<file path="config.mk">
export PLATFORM = sky130hd
export DESIGN_NAME = glob_wildcard_matcher
export DESIGN_NICKNAME = d
export VERILOG_FILES = /design/src/hw/rtl/gwm_pkg.sv /design/src/hw/rtl/gwm_pattern_store.sv /design/src/hw/rtl/gwm_live_update.sv /design/src/hw/rtl/glob_wildcard_matcher.sv
export SDC_FILE = /design/constraint.sdc
export NUM_CORES = 1
export LEC_CHECK = 0
export BUFFER_PORTS_ARGS = -buffer_cell sky130_fd_sc_hd__buf_2
export CORE_ASPECT_RATIO = 0.9
export CORE_UTILIZATION = 40
export CTS_BUF_LIST = sky130_fd_sc_hd__clkbuf_16
export CTS_CLUSTER_SIZE = 28
export DETAILED_ROUTE_END_ITERATION = 8
export GPL_TIMING_DRIVEN = 0
export HOLD_SLACK_MARGIN = 0.05
export PLACE_DENSITY_LB_ADDON = 0.25
export SETUP_SLACK_MARGIN = 0.15
export SYNTH_ARGS = -nofsm -noshare
export SYNTH_HDL_FRONTEND = slang
export SYNTH_SLANG_ARGS = --single-unit
export TNS_END_PERCENT = 20
</file>
<file path="constraint.sdc">
create_clock -name clk_i -period 6.8 [get_ports clk_i]
set_input_delay 0.34 -clock clk_i [delete_from_list [all_inputs] [get_ports clk_i]]
set_output_delay 0.34 -clock clk_i [all_outputs]
set_load 0.03 [all_outputs]
</file>
<file path="src/hw/rtl/gwm_pkg.sv">
// Package with the types, sizes and symbol codes of the glob wildcard matcher.
package gwm_pkg;

  localparam int unsigned PATTERN_MAX = 64;
  localparam int unsigned LiveW = PATTERN_MAX + 1;
  localparam int unsigned LenW = $clog2(PATTERN_MAX + 1);
  localparam int unsigned IdxW = (PATTERN_MAX > 1) ? $clog2(PATTERN_MAX) : 1;

  localparam logic [7:0] SymStar = 8'h2A;
  localparam logic [7:0] SymAny = 8'h3F;

  typedef enum logic [1:0] {
    KIND_CLEAR  = 2'd0,
    KIND_APPEND = 2'd1,
    KIND_TEXT   = 2'd2,
    KIND_END    = 2'd3
  } kind_e;

  typedef struct packed {
    kind_e      kind;
    logic [7:0] symbol;
  } in_beat_t;

  typedef struct packed {
    logic matched;
    logic overflow;
  } out_beat_t;

  typedef struct packed {
    logic [PATTERN_MAX-1:0][7:0] bytes;
    logic [LenW-1:0]             length;
    logic                        dropped;
  } pattern_t;

endpackage

</file>
<file path="src/hw/rtl/gwm_pattern_store.sv">
// Pattern byte storage with its length and overflow flag.
module gwm_pattern_store (
  input  logic              clk_i,
  input  logic              rst_ni,
  input  logic              fire_i,
  input  gwm_pkg::in_beat_t beat_i,
  output gwm_pkg::pattern_t pattern_o
);

  logic [gwm_pkg::PATTERN_MAX-1:0][7:0] bytes_q;
  logic [gwm_pkg::LenW-1:0]             length_q, length_d;
  logic                                 dropped_q, dropped_d;
  logic                                 full;
  logic                                 write_en;

  assign full = (length_q == gwm_pkg::LenW'(gwm_pkg::PATTERN_MAX));
  assign write_en = fire_i && (beat_i.kind == gwm_pkg::KIND_APPEND) && !full;

  always_comb begin
    length_d  = length_q;
    dropped_d = dropped_q;
    if (fire_i) begin
      case (beat_i.kind)
        gwm_pkg::KIND_CLEAR: begin
          length_d  = '0;
          dropped_d = 1'b0;
        end
        gwm_pkg::KIND_APPEND: begin
          if (full) begin
            dropped_d = 1'b1;
          end else begin
            length_d = length_q + gwm_pkg::LenW'(1);
          end
        end
        default: begin
          length_d  = length_q;
          dropped_d = dropped_q;
        end
      endcase
    end
  end

  always_ff @(posedge clk_i or negedge rst_ni) begin
    if (!rst_ni) begin
      length_q  <= '0;
      dropped_q <= 1'b0;
    end else begin
      length_q  <= length_d;
      dropped_q <= dropped_d;
    end
  end

  always_ff @(posedge clk_i) begin
    if (write_en) begin
      bytes_q[length_q[gwm_pkg::IdxW-1:0]] <= beat_i.symbol;
    end
  end

  assign pattern_o.bytes   = bytes_q;
  assign pattern_o.length  = length_q;
  assign pattern_o.dropped = dropped_q;

endmodule

</file>
<file path="src/hw/rtl/gwm_live_update.sv">
// Live pattern position vector with its star closure and per-byte advance.
module gwm_live_update (
  input  logic              clk_i,
  input  logic              rst_ni,
  input  logic              fire_i,
  input  gwm_pkg::in_beat_t beat_i,
  input  gwm_pkg::pattern_t pattern_i,
  output logic              hit_o
);

  logic [gwm_pkg::LiveW-1:0]       live_q, live_d;
  logic [gwm_pkg::LiveW-1:0]       star_mask;
  logic [gwm_pkg::LiveW-1:0]       star_sum;
  logic [gwm_pkg::LiveW-1:0]       closed;
  logic [gwm_pkg::LiveW-1:0]       advanced;
  logic [gwm_pkg::PATTERN_MAX-1:0] in_range;
  logic [gwm_pkg::PATTERN_MAX-1:0] stay;
  logic [gwm_pkg::PATTERN_MAX-1:0] step;

  always_comb begin
    star_mask = '0;
    for (int i = 0; i < gwm_pkg::PATTERN_MAX; i++) begin
      in_range[i]  = (gwm_pkg::LenW'(i) < pattern_i.length);
      star_mask[i] = in_range[i] && (pattern_i.bytes[i] == gwm_pkg::SymStar);
    end
  end

  // A carry started at a live star runs through the rest of its star run.
  assign star_sum = star_mask + (live_q & star_mask);
  assign closed   = live_q | (star_mask ^ star_sum);

  always_comb begin
    for (int i = 0; i < gwm_pkg::PATTERN_MAX; i++) begin
      stay[i] = closed[i] && star_mask[i];
      step[i] = closed[i] && in_range[i] && !star_mask[i] &&
                ((pattern_i.bytes[i] == beat_i.symbol) ||
                 (pattern_i.bytes[i] == gwm_pkg::SymAny));
    end
    advanced = {step, 1'b0} | {1'b0, stay};
  end

  always_comb begin
    live_d = live_q;
    if (fire_i) begin
      case (beat_i.kind)
        gwm_pkg::KIND_TEXT: live_d = advanced;
        default:            live_d = gwm_pkg::LiveW'(1);
      endcase
    end
  end

  always_ff @(posedge clk_i or negedge rst_ni) begin
    if (!rst_ni) begin
      live_q <= gwm_pkg::LiveW'(1);
    end else begin
      live_q <= live_d;
    end
  end

  assign hit_o = closed[pattern_i.length] && !pattern_i.dropped;

endmodule

</file>
<file path="src/hw/rtl/glob_wildcard_matcher.sv">
// Top level of the glob wildcard matcher with its input and result registers.
// Glob matcher for streamed text: clear and append beats build a pattern of up to
// PATTERN_MAX bytes, in which '*' matches any run and '?' any single byte; text beats
// advance a vector of live pattern positions in one step, and an end beat returns a
// result beat with matched and overflow, then re-arms for the next text. Each beat is
// handled in the stage after the input register, so one beat is accepted per cycle
// while the input does not stall; an end beat passes from the input register to the
// result register. The input stalls only while an end beat waits behind a result the
// output holds.
module glob_wildcard_matcher (
  input  logic               clk_i,
  input  logic               rst_ni,
  input  logic               in_valid_i,
  output logic               in_stall_o,
  input  gwm_pkg::in_beat_t  in_beat_i,
  output logic               out_valid_o,
  input  logic               out_stall_i,
  output gwm_pkg::out_beat_t out_beat_o
);

  gwm_pkg::in_beat_t  beat_q;
  logic               beat_valid_q, beat_valid_d;
  gwm_pkg::out_beat_t result_q;
  logic               result_valid_q, result_valid_d;
  gwm_pkg::pattern_t  pattern;
  logic               hit;
  logic               out_blocked;
  logic               stage_fire;
  logic               in_accept;
  logic               result_load;

  assign out_blocked = result_valid_q && out_stall_i;
  assign stage_fire  = beat_valid_q && ((beat_q.kind != gwm_pkg::KIND_END) || !out_blocked);
  assign in_stall_o  = beat_valid_q && !stage_fire;
  assign in_accept   = in_valid_i && !in_stall_o;
  assign result_load = stage_fire && (beat_q.kind == gwm_pkg::KIND_END);

  always_comb begin
    beat_valid_d = beat_valid_q;
    if (in_accept) begin
      beat_valid_d = 1'b1;
    end else if (stage_fire) begin
      beat_valid_d = 1'b0;
    end
    result_valid_d = result_valid_q;
    if (result_load) begin
      result_valid_d = 1'b1;
    end else if (!out_stall_i) begin
      result_valid_d = 1'b0;
    end
  end

  always_ff @(posedge clk_i or negedge rst_ni) begin
    if (!rst_ni) begin
      beat_valid_q   <= 1'b0;
      result_valid_q <= 1'b0;
    end else begin
      beat_valid_q   <= beat_valid_d;
      result_valid_q <= result_valid_d;
    end
  end

  always_ff @(posedge clk_i) begin
    if (in_accept) begin
      beat_q <= in_beat_i;
    end
    if (result_load) begin
      result_q.matched  <= hit;
      result_q.overflow <= pattern.dropped;
    end
  end

  gwm_pattern_store u_pattern_store (
    .clk_i     (clk_i),
    .rst_ni    (rst_ni),
    .fire_i    (stage_fire),
    .beat_i    (beat_q),
    .pattern_o (pattern)
  );

  gwm_live_update u_live_update (
    .clk_i     (clk_i),
    .rst_ni    (rst_ni),
    .fire_i    (stage_fire),
    .beat_i    (beat_q),
    .pattern_i (pattern),
    .hit_o     (hit)
  );

  assign out_valid_o = result_valid_q;
  assign out_beat_o  = result_q;

endmodule

</file>
==> results.toml, run 1 <==
[status]
outcome = "complete, but fails checks"
violations = "capacitance limit, slew limit"

[power_and_ir_drop]
leakagePower_nw = 12.62
vdd_drop_max_mv = 0.2230
powerDensity_nw_per_um2 = 226.7

[route]
drtIter0Drc = 5268
ant_nets = 0
firstDrtPassIters = 8
route.met2.wl_mm = 63.61
top_layer = "met5"
via_count = 31666
wl_met3_mm = 20.90
wl_met1_mm = 63.83
wirelength_mm = 156.5
routedWlPerCell_um = 32.58
vias_per_cell = 6.592
drc = 0

[logic_synthesis]
synth_cells = 3454
synth.largest_area_cell = "edfxtp_1"
synth_area_um2 = 35610
synth.most_common_cell = "edfxtp_1"
syn-num-nets = 3471
yosys-top-cells-count = "edfxtp_1 (524), xnor2_1 (353), nor2_1 (323)"
synth_area_leaders = "edfxtp_1 (44%), xnor2_1 (8.7%), dfrtp_1 (5.2%)"
syn_avg_cell_area_um2 = 10.31
async_reset_ff_share_pct = 12.52
synth_edf_count = 524
synth.distinct_cells = 105
seq_area_frac_synth_pct = 49.46
synth_top_area_share_pct = 44.18
synth_top_flop_cell = "edfxtp_1"
ys.warnings.count = 0
ys_seq_elements = 599

[sta]
finalHoldViolCount = 0
rsz0062_at_grt = "false"
maxSlewHeadroom_pct = -5.708
worst_slack_ns = 0.2130
finalSetupViolCount = 0
period_needed_ns = 6.587
fmax_mhz = 151.8
worst_slew_pin_slew_ns = 1.574
finClkSkew_ns = 0.03976
maxSlewViolCount = 39
finalCritPeriodShare_pct = 96.87

[die]
die_w_um = 316.5
ios = 18
die_y_um = 285.1
core_um2 = 87890
start_util_pct = 40.52
design.die.area_um2 = 90230
fp-row-count = 103

[grt]
grt_overflow = 0
grt_max_degree = 50
grt_pass1_vias = 29270
track_usage_pct = 34.19
grt_pass1_wl_mm = 217.8
antenna_found_initial = 5

[final_layout]
layout-drive-gt1-share_pct = 8.336
design_area_um2 = 40520
syn_to_final_growth_pct = 13.77
nets = 3609

[worst_setup_path]
cp-start-kind = "flip-flop"
cp_slowest_cell = "nor3_1"
endpoint_kind = "flip-flop"
rrSetupSlack_ns = 0.21
crit_path_start = "u_pattern_store.length_q[6]$_DFFE_PN0P_"
cp_top_family = "compound AO/OA/AOI/OAI gates"
reg2reg_depth = 14
cpPeakStageDelay_ns = 0.82
r2r_end = "out_beat_o[1]$_DFFE_PP_"
path_buf_inv = 4
path_class = "flip-flop to flip-flop"
timing.rr.start = "u_pattern_store.length_q[6]$_DFFE_PN0P_"
cp_max_fo = 10
cp.arrival_ns = 6.96
required_ns = 7.18
critical_path.cell_chain = "buf_4 > buf_2 > buf_2 > buf_1 > a21oi_1 > nor3_1 > nand4_1 > a2111oi_0 > nor3_1 > o21ai_0 > a21oi_1 > o41ai_1 > o2111ai_1 > a21oi_1"
cpMostUsedCell = "a21oi_1"

[clock_network]
cts_htree_levels = 3
clockRootBuffer = "clkbuf_16"
insertion_delay_ns = 0.68
ctsResizeCount = 0
numCtsBuffers = 68
cts_tree = "done"
clkTransAtPathRegs_ns = 0.07
cts.path.max_buffers = 3
clkSinkCount = 599

[hold_path]
hp-class = "input port to async pin"

[job]
maxCapViolations = 5

[placement]
dp.final_hpwl_mm = 114.2
gp_congestion = 1.106
dpl_cell_area_um2 = 38170
dp_slack_ns = 0.5899
portBuffers = 17
==> power by group <==
part	switching [mW]	internal [mW]
clock network	1.64	2.00
logic	1.07	0.400
registers	0.0389	4.03
total	2.75	6.43
==> registers in the layout (all words and copies together), names as in the netlist <==
signal                     cells
u_pattern_store.pattern_o    512
u_live_update.live_q          65
beat_q                        10
u_pattern_store.length_q       7
out_beat_o                     2
beat_valid_q                   1
out_valid_o                    1
u_pattern_store.dropped_q      1
==> cells in the final DEF (no fill, tap or decap), drive strengths merged, types with 13 or more instances in the layout <==
master       netlist  routed
nor4             133     133
xnor2            353     353
a22oi             21      21
nor3             148     148
or4               35      35
xor2             160     160
or2               32      32
a31oi             31      31
dlygate4sd3        0      13
o21a              14      14
o31ai             15      15
nand3            113     113
o211ai            16      16
nor2b             14      14
a2111oi           17      17
nor2             325     325
buf               66     120
a41oi             13      13
a22o              15      15
a21o              36      36
and2              23      23
and4              14      14
clkinv             3      31
nand2            181     181
nand4b            14      14
o22ai             35      35
clkbuf            99     168
a41o              14      14
a21oi            165     165
a211oi            33      33
and3              43      43
nand4            137     137
nand2b            28      28
edfxtp           524     524
o41ai             19      19
o21ai            146     146
dfrtp             74      74
inv               63      87
or3               62      62
o32ai             14      14
==> cells by family (layout without fill, tap and decap cells) <==
group           Yosys count  count (layout)  share of synthesized area [%]
simple gates           1355            1355                          20.24
compound gates          752             752                          14.84
flops                   599             599                          49.46
xor+xnor                513             513                          12.62
buf+inv                 231             424                          2.712
fa+ha+maj                 3               3                         0.1054
mux                       1               1                        0.03162
other cells               0               2                              0
==> stage by stage <==
step                hold slack (ns)  setup TNS (ns)  total power [mW]  cells  utilization [%]
finish                       0.3627               0             9.183   4804            46.10
global route                 0.3870               0             9.340   4803            46.10
detailed placement           0.4894               0             5.535   4664            43.43
global placement             0.4855          -5.590             5.459   4626            42.26
floorplan                   0.04441               0             4.836   3454                -
CTS                          0.3652               0             9.121   4802            46.09
==> layout make-up <==
type,instances,area (um^2)
multi-input combinational,2624,17050
timing repair buffer,68,1179
antenna,2,5.005
fill,8281,47380
tap,1155,1445
clock buffer,69,1727
buffer,165,769.5
inverter,66,247.7
clock inverter,56,476.7
sequential,599,17610
==> metal layers <==
layer	global-route usage, %	up-vias
met1	48.32	15717
li1	-	13537
met2	47.27	2035
met3	10.57	375
met5	0	-
met4	16.20	2
==> timing repair <==
item	in CTS	in global routing
hold buffers	13	0
setup buffers	0	0
hold endpoints to repair	59	0
==> worst max path at each step <==
stage                                     endpoint  slack (ns)  cells after the start
2_1_floorplan              out_beat_o[1]$_DFFE_PP_        2.80                     18
3_3_place_gp   u_live_update.live_q[2]$_DFFE_PN0P_       -0.52                      9
3_5_place_dp               out_beat_o[1]$_DFFE_PP_        0.59                     14
4_1_cts                    out_beat_o[1]$_DFFE_PP_        0.54                     14
5_1_grt                    out_beat_o[1]$_DFFE_PP_        0.20                     14
6_report                   out_beat_o[1]$_DFFE_PP_        0.21                     14
Note: power is estimated with default switching activity, not from simulation.
==> run 2: changes to the inputs <==
- SLEW_MARGIN: not set -> 20
- clock period: 6.8 -> 8 ns (I/O delays scaled with it)
==> run 2 against run 1 <==
Against the previous run: the run now ends clean; worst setup slack better by 1.2 ns; worst hold slack lost 0.16 ns; maximum frequency is 0.73% higher; highest routed layer unchanged.
==> results.toml, run 2 (synthesis gave the netlist of run 1 again) <==
[status]
outcome = "completed"

[final_layout]
syn_to_final_growth_pct = 14.34
num-fill-cells = 8234
layout_common_cells = "edfxtp_1 (524), xnor2_1 (353), nor2_1 (322)"
layout_commonest_cell = "edfxtp_1"
post-route-util_pct = 46.33
layout-drive-gt1-share_pct = 9.250
design_area_um2 = 40720
largest_reg_flops = 512
nets = 3630

[worst_setup_path]
timing.rr.start = "u_pattern_store.length_q[0]$_DFFE_PN0P_"
cp.depth = 14
rrSetupSlack_ns = 1.46
required_ns = 8.35
cp.arrival_ns = 6.89
cp_max_fo = 10
r2r_end = "out_beat_o[1]$_DFFE_PP_"
reg2reg_depth = 14
path_buf_inv = 1
cpPeakStageDelay_ns = 0.84
path_class = "flip-flop to flip-flop"
crit_path_start = "u_pattern_store.length_q[0]$_DFFE_PN0P_"
critical_path.cell_chain = "buf_2 > o21ai_1 > a21o_1 > nor3_1 > nand4_1 > nor4_1 > o21ai_0 > a2111oi_0 > nor3_1 > o21ai_0 > a21oi_1 > o41ai_1 > o2111ai_1 > a21oi_1"
endpoint_kind = "flip-flop"
crit_end = "out_beat_o[1]$_DFFE_PP_"
cp_top_family = "compound AO/OA/AOI/OAI gates"
cp-start-kind = "flip-flop"
cp_slowest_cell = "a2111oi_0"

[placement]
dp.final_hpwl_mm = 117.4
portBuffers = 17
gp_congestion = 1.106
dpl_cell_area_um2 = 38450

[clock_network]
numCtsBuffers = 67
insertion_delay_ns = 0.66
cts_htree_levels = 3
cts_setup_buffers = 0
ctsResizeCount = 0
clkTransAtPathRegs_ns = 0.07
cts_tree = "done"
clockRootBuffer = "clkbuf_16"
clkSinkCount = 599
cts.path.max_buffers = 3
holdBufCountCts = 13

[route]
ant_nets = 0
drtIter0Drc = 4969
drc = 0
via_count = 31847
wirelength_mm = 157.4
vias_per_cell = 6.602
routedWlPerCell_um = 32.62
firstDrtPassIters = 8

[die]
die_w_um = 316.5
die_y_um = 285.1
start_util_pct = 40.52
fp-row-count = 103
design.die.area_um2 = 90230
ios = 18
core_um2 = 87890

[sta]
tns_ns = 0
worst_slew_pin_slew_ns = 1.363
fmax_mhz = 152.9
holdWs_ns = 0.2065
finalSetupViolCount = 0
rsz0062_at_grt = "false"
finalHoldViolCount = 0
finalCritPeriodShare_pct = 81.74
finClkSkew_ns = 0.04057
maxSlewViolCount = 0
maxSlewHeadroom_pct = 8.857
period_needed_ns = 6.539

[power_and_ir_drop]
leakagePower_nw = 12.73
vdd_drop_max_mv = 0.1553
p_total_mw = 7.784
powerDensity_nw_per_um2 = 191.1

[job]
maxCapViolations = 0

[grt]
grt_overflow = 0
grt_max_degree = 55
antenna_found_initial = 5
grt_pass1_vias = 29186
grt_pass1_wl_mm = 219.2
track_usage_pct = 34.35

[hold_path]
hp-class = "input port to async pin"
[run 2: cell type report]
| cell class | count | area, um^2 | area share [%] |
|---|---|---|---|
| Multi-Input combinational cell | 2624 | 17080 | 41.95 |
| Inverter | 66 | 247.7 | 0.6084 |
| Clock inverter | 53 | 414.1 | 1.017 |
| Timing Repair Buffer | 90 | 1420 | 3.487 |
| Buffer | 165 | 784.5 | 1.927 |
| Tap cell | 1155 | 1445 | 3.549 |
| Clock buffer | 68 | 1702 | 4.179 |
| Sequential cell | 599 | 17610 | 43.25 |
| Antenna cell | 4 | 10.01 | 0.02458 |
[run 2: where the power goes]
| part | switching (mW) | internal [mW] | total [mW] |
|---|---|---|---|
| clock network | 1.35 | 1.72 | 3.07 |
| registers | 0.0291 | 3.43 | 3.46 |
| logic | 0.918 | 0.342 | 1.26 |
| total | 2.30 | 5.48 | 7.78 |
[run 2: worst min-delay path by stage]
stage / startpoint / endpoint / slack, ns / cells after the start
finish: rst_ni / u_live_update.live_q[15]$_DFFE_PN0P_ / 0.21 / 2
CTS: rst_ni / u_live_update.live_q[15]$_DFFE_PN0P_ / 0.21 / 2
detailed placement: rst_ni / u_live_update.live_q[20]$_DFFE_PN0P_ / 0.29 / 1
floorplan: rst_ni / beat_valid_q$_DFFE_PN0P_ / 0.10 / 0
global route: rst_ni / u_live_update.live_q[16]$_DFFE_PN0P_ / 0.22 / 2
global placement: out_valid_o$_DFFE_PN0P_ / out_valid_o$_DFFE_PN0P_ / 0.49 / 1
[run 2: metrics by stage]
| stage | instances | worst slack [ns] |
|---|---|---|
| 3_5_place_dp | 4686 | 1.844 |
| 2_1_floorplan | 3454 | 3.996 |
| 6_report | 4824 | 1.461 |
| 5_1_grt | 4820 | 1.296 |
| 3_3_place_gp | 4626 | 0.6780 |
| 4_1_cts | 4820 | 1.824 |
[run 2: layer usage]
layer,up-vias,routed length (um),part of all wire (%),GRT usage [%]
li1,13572,-,-,-
met1,15730,63810,41,48.22
met2,2127,63610,40,47.88
met3,414,21430,14,11.06
met4,4,8475,5.4,15.52
met5,-,33,0.021,0
[run 2: worst register-to-register path, delay by kind of cell (launching register included)]
kind,cells,cell delay (ns)
and+or+nand+nor,4,1.78
AOI/OAI and AO/OA,9,3.73
DFF,1,0.45
buffers and inverters,1,0.28
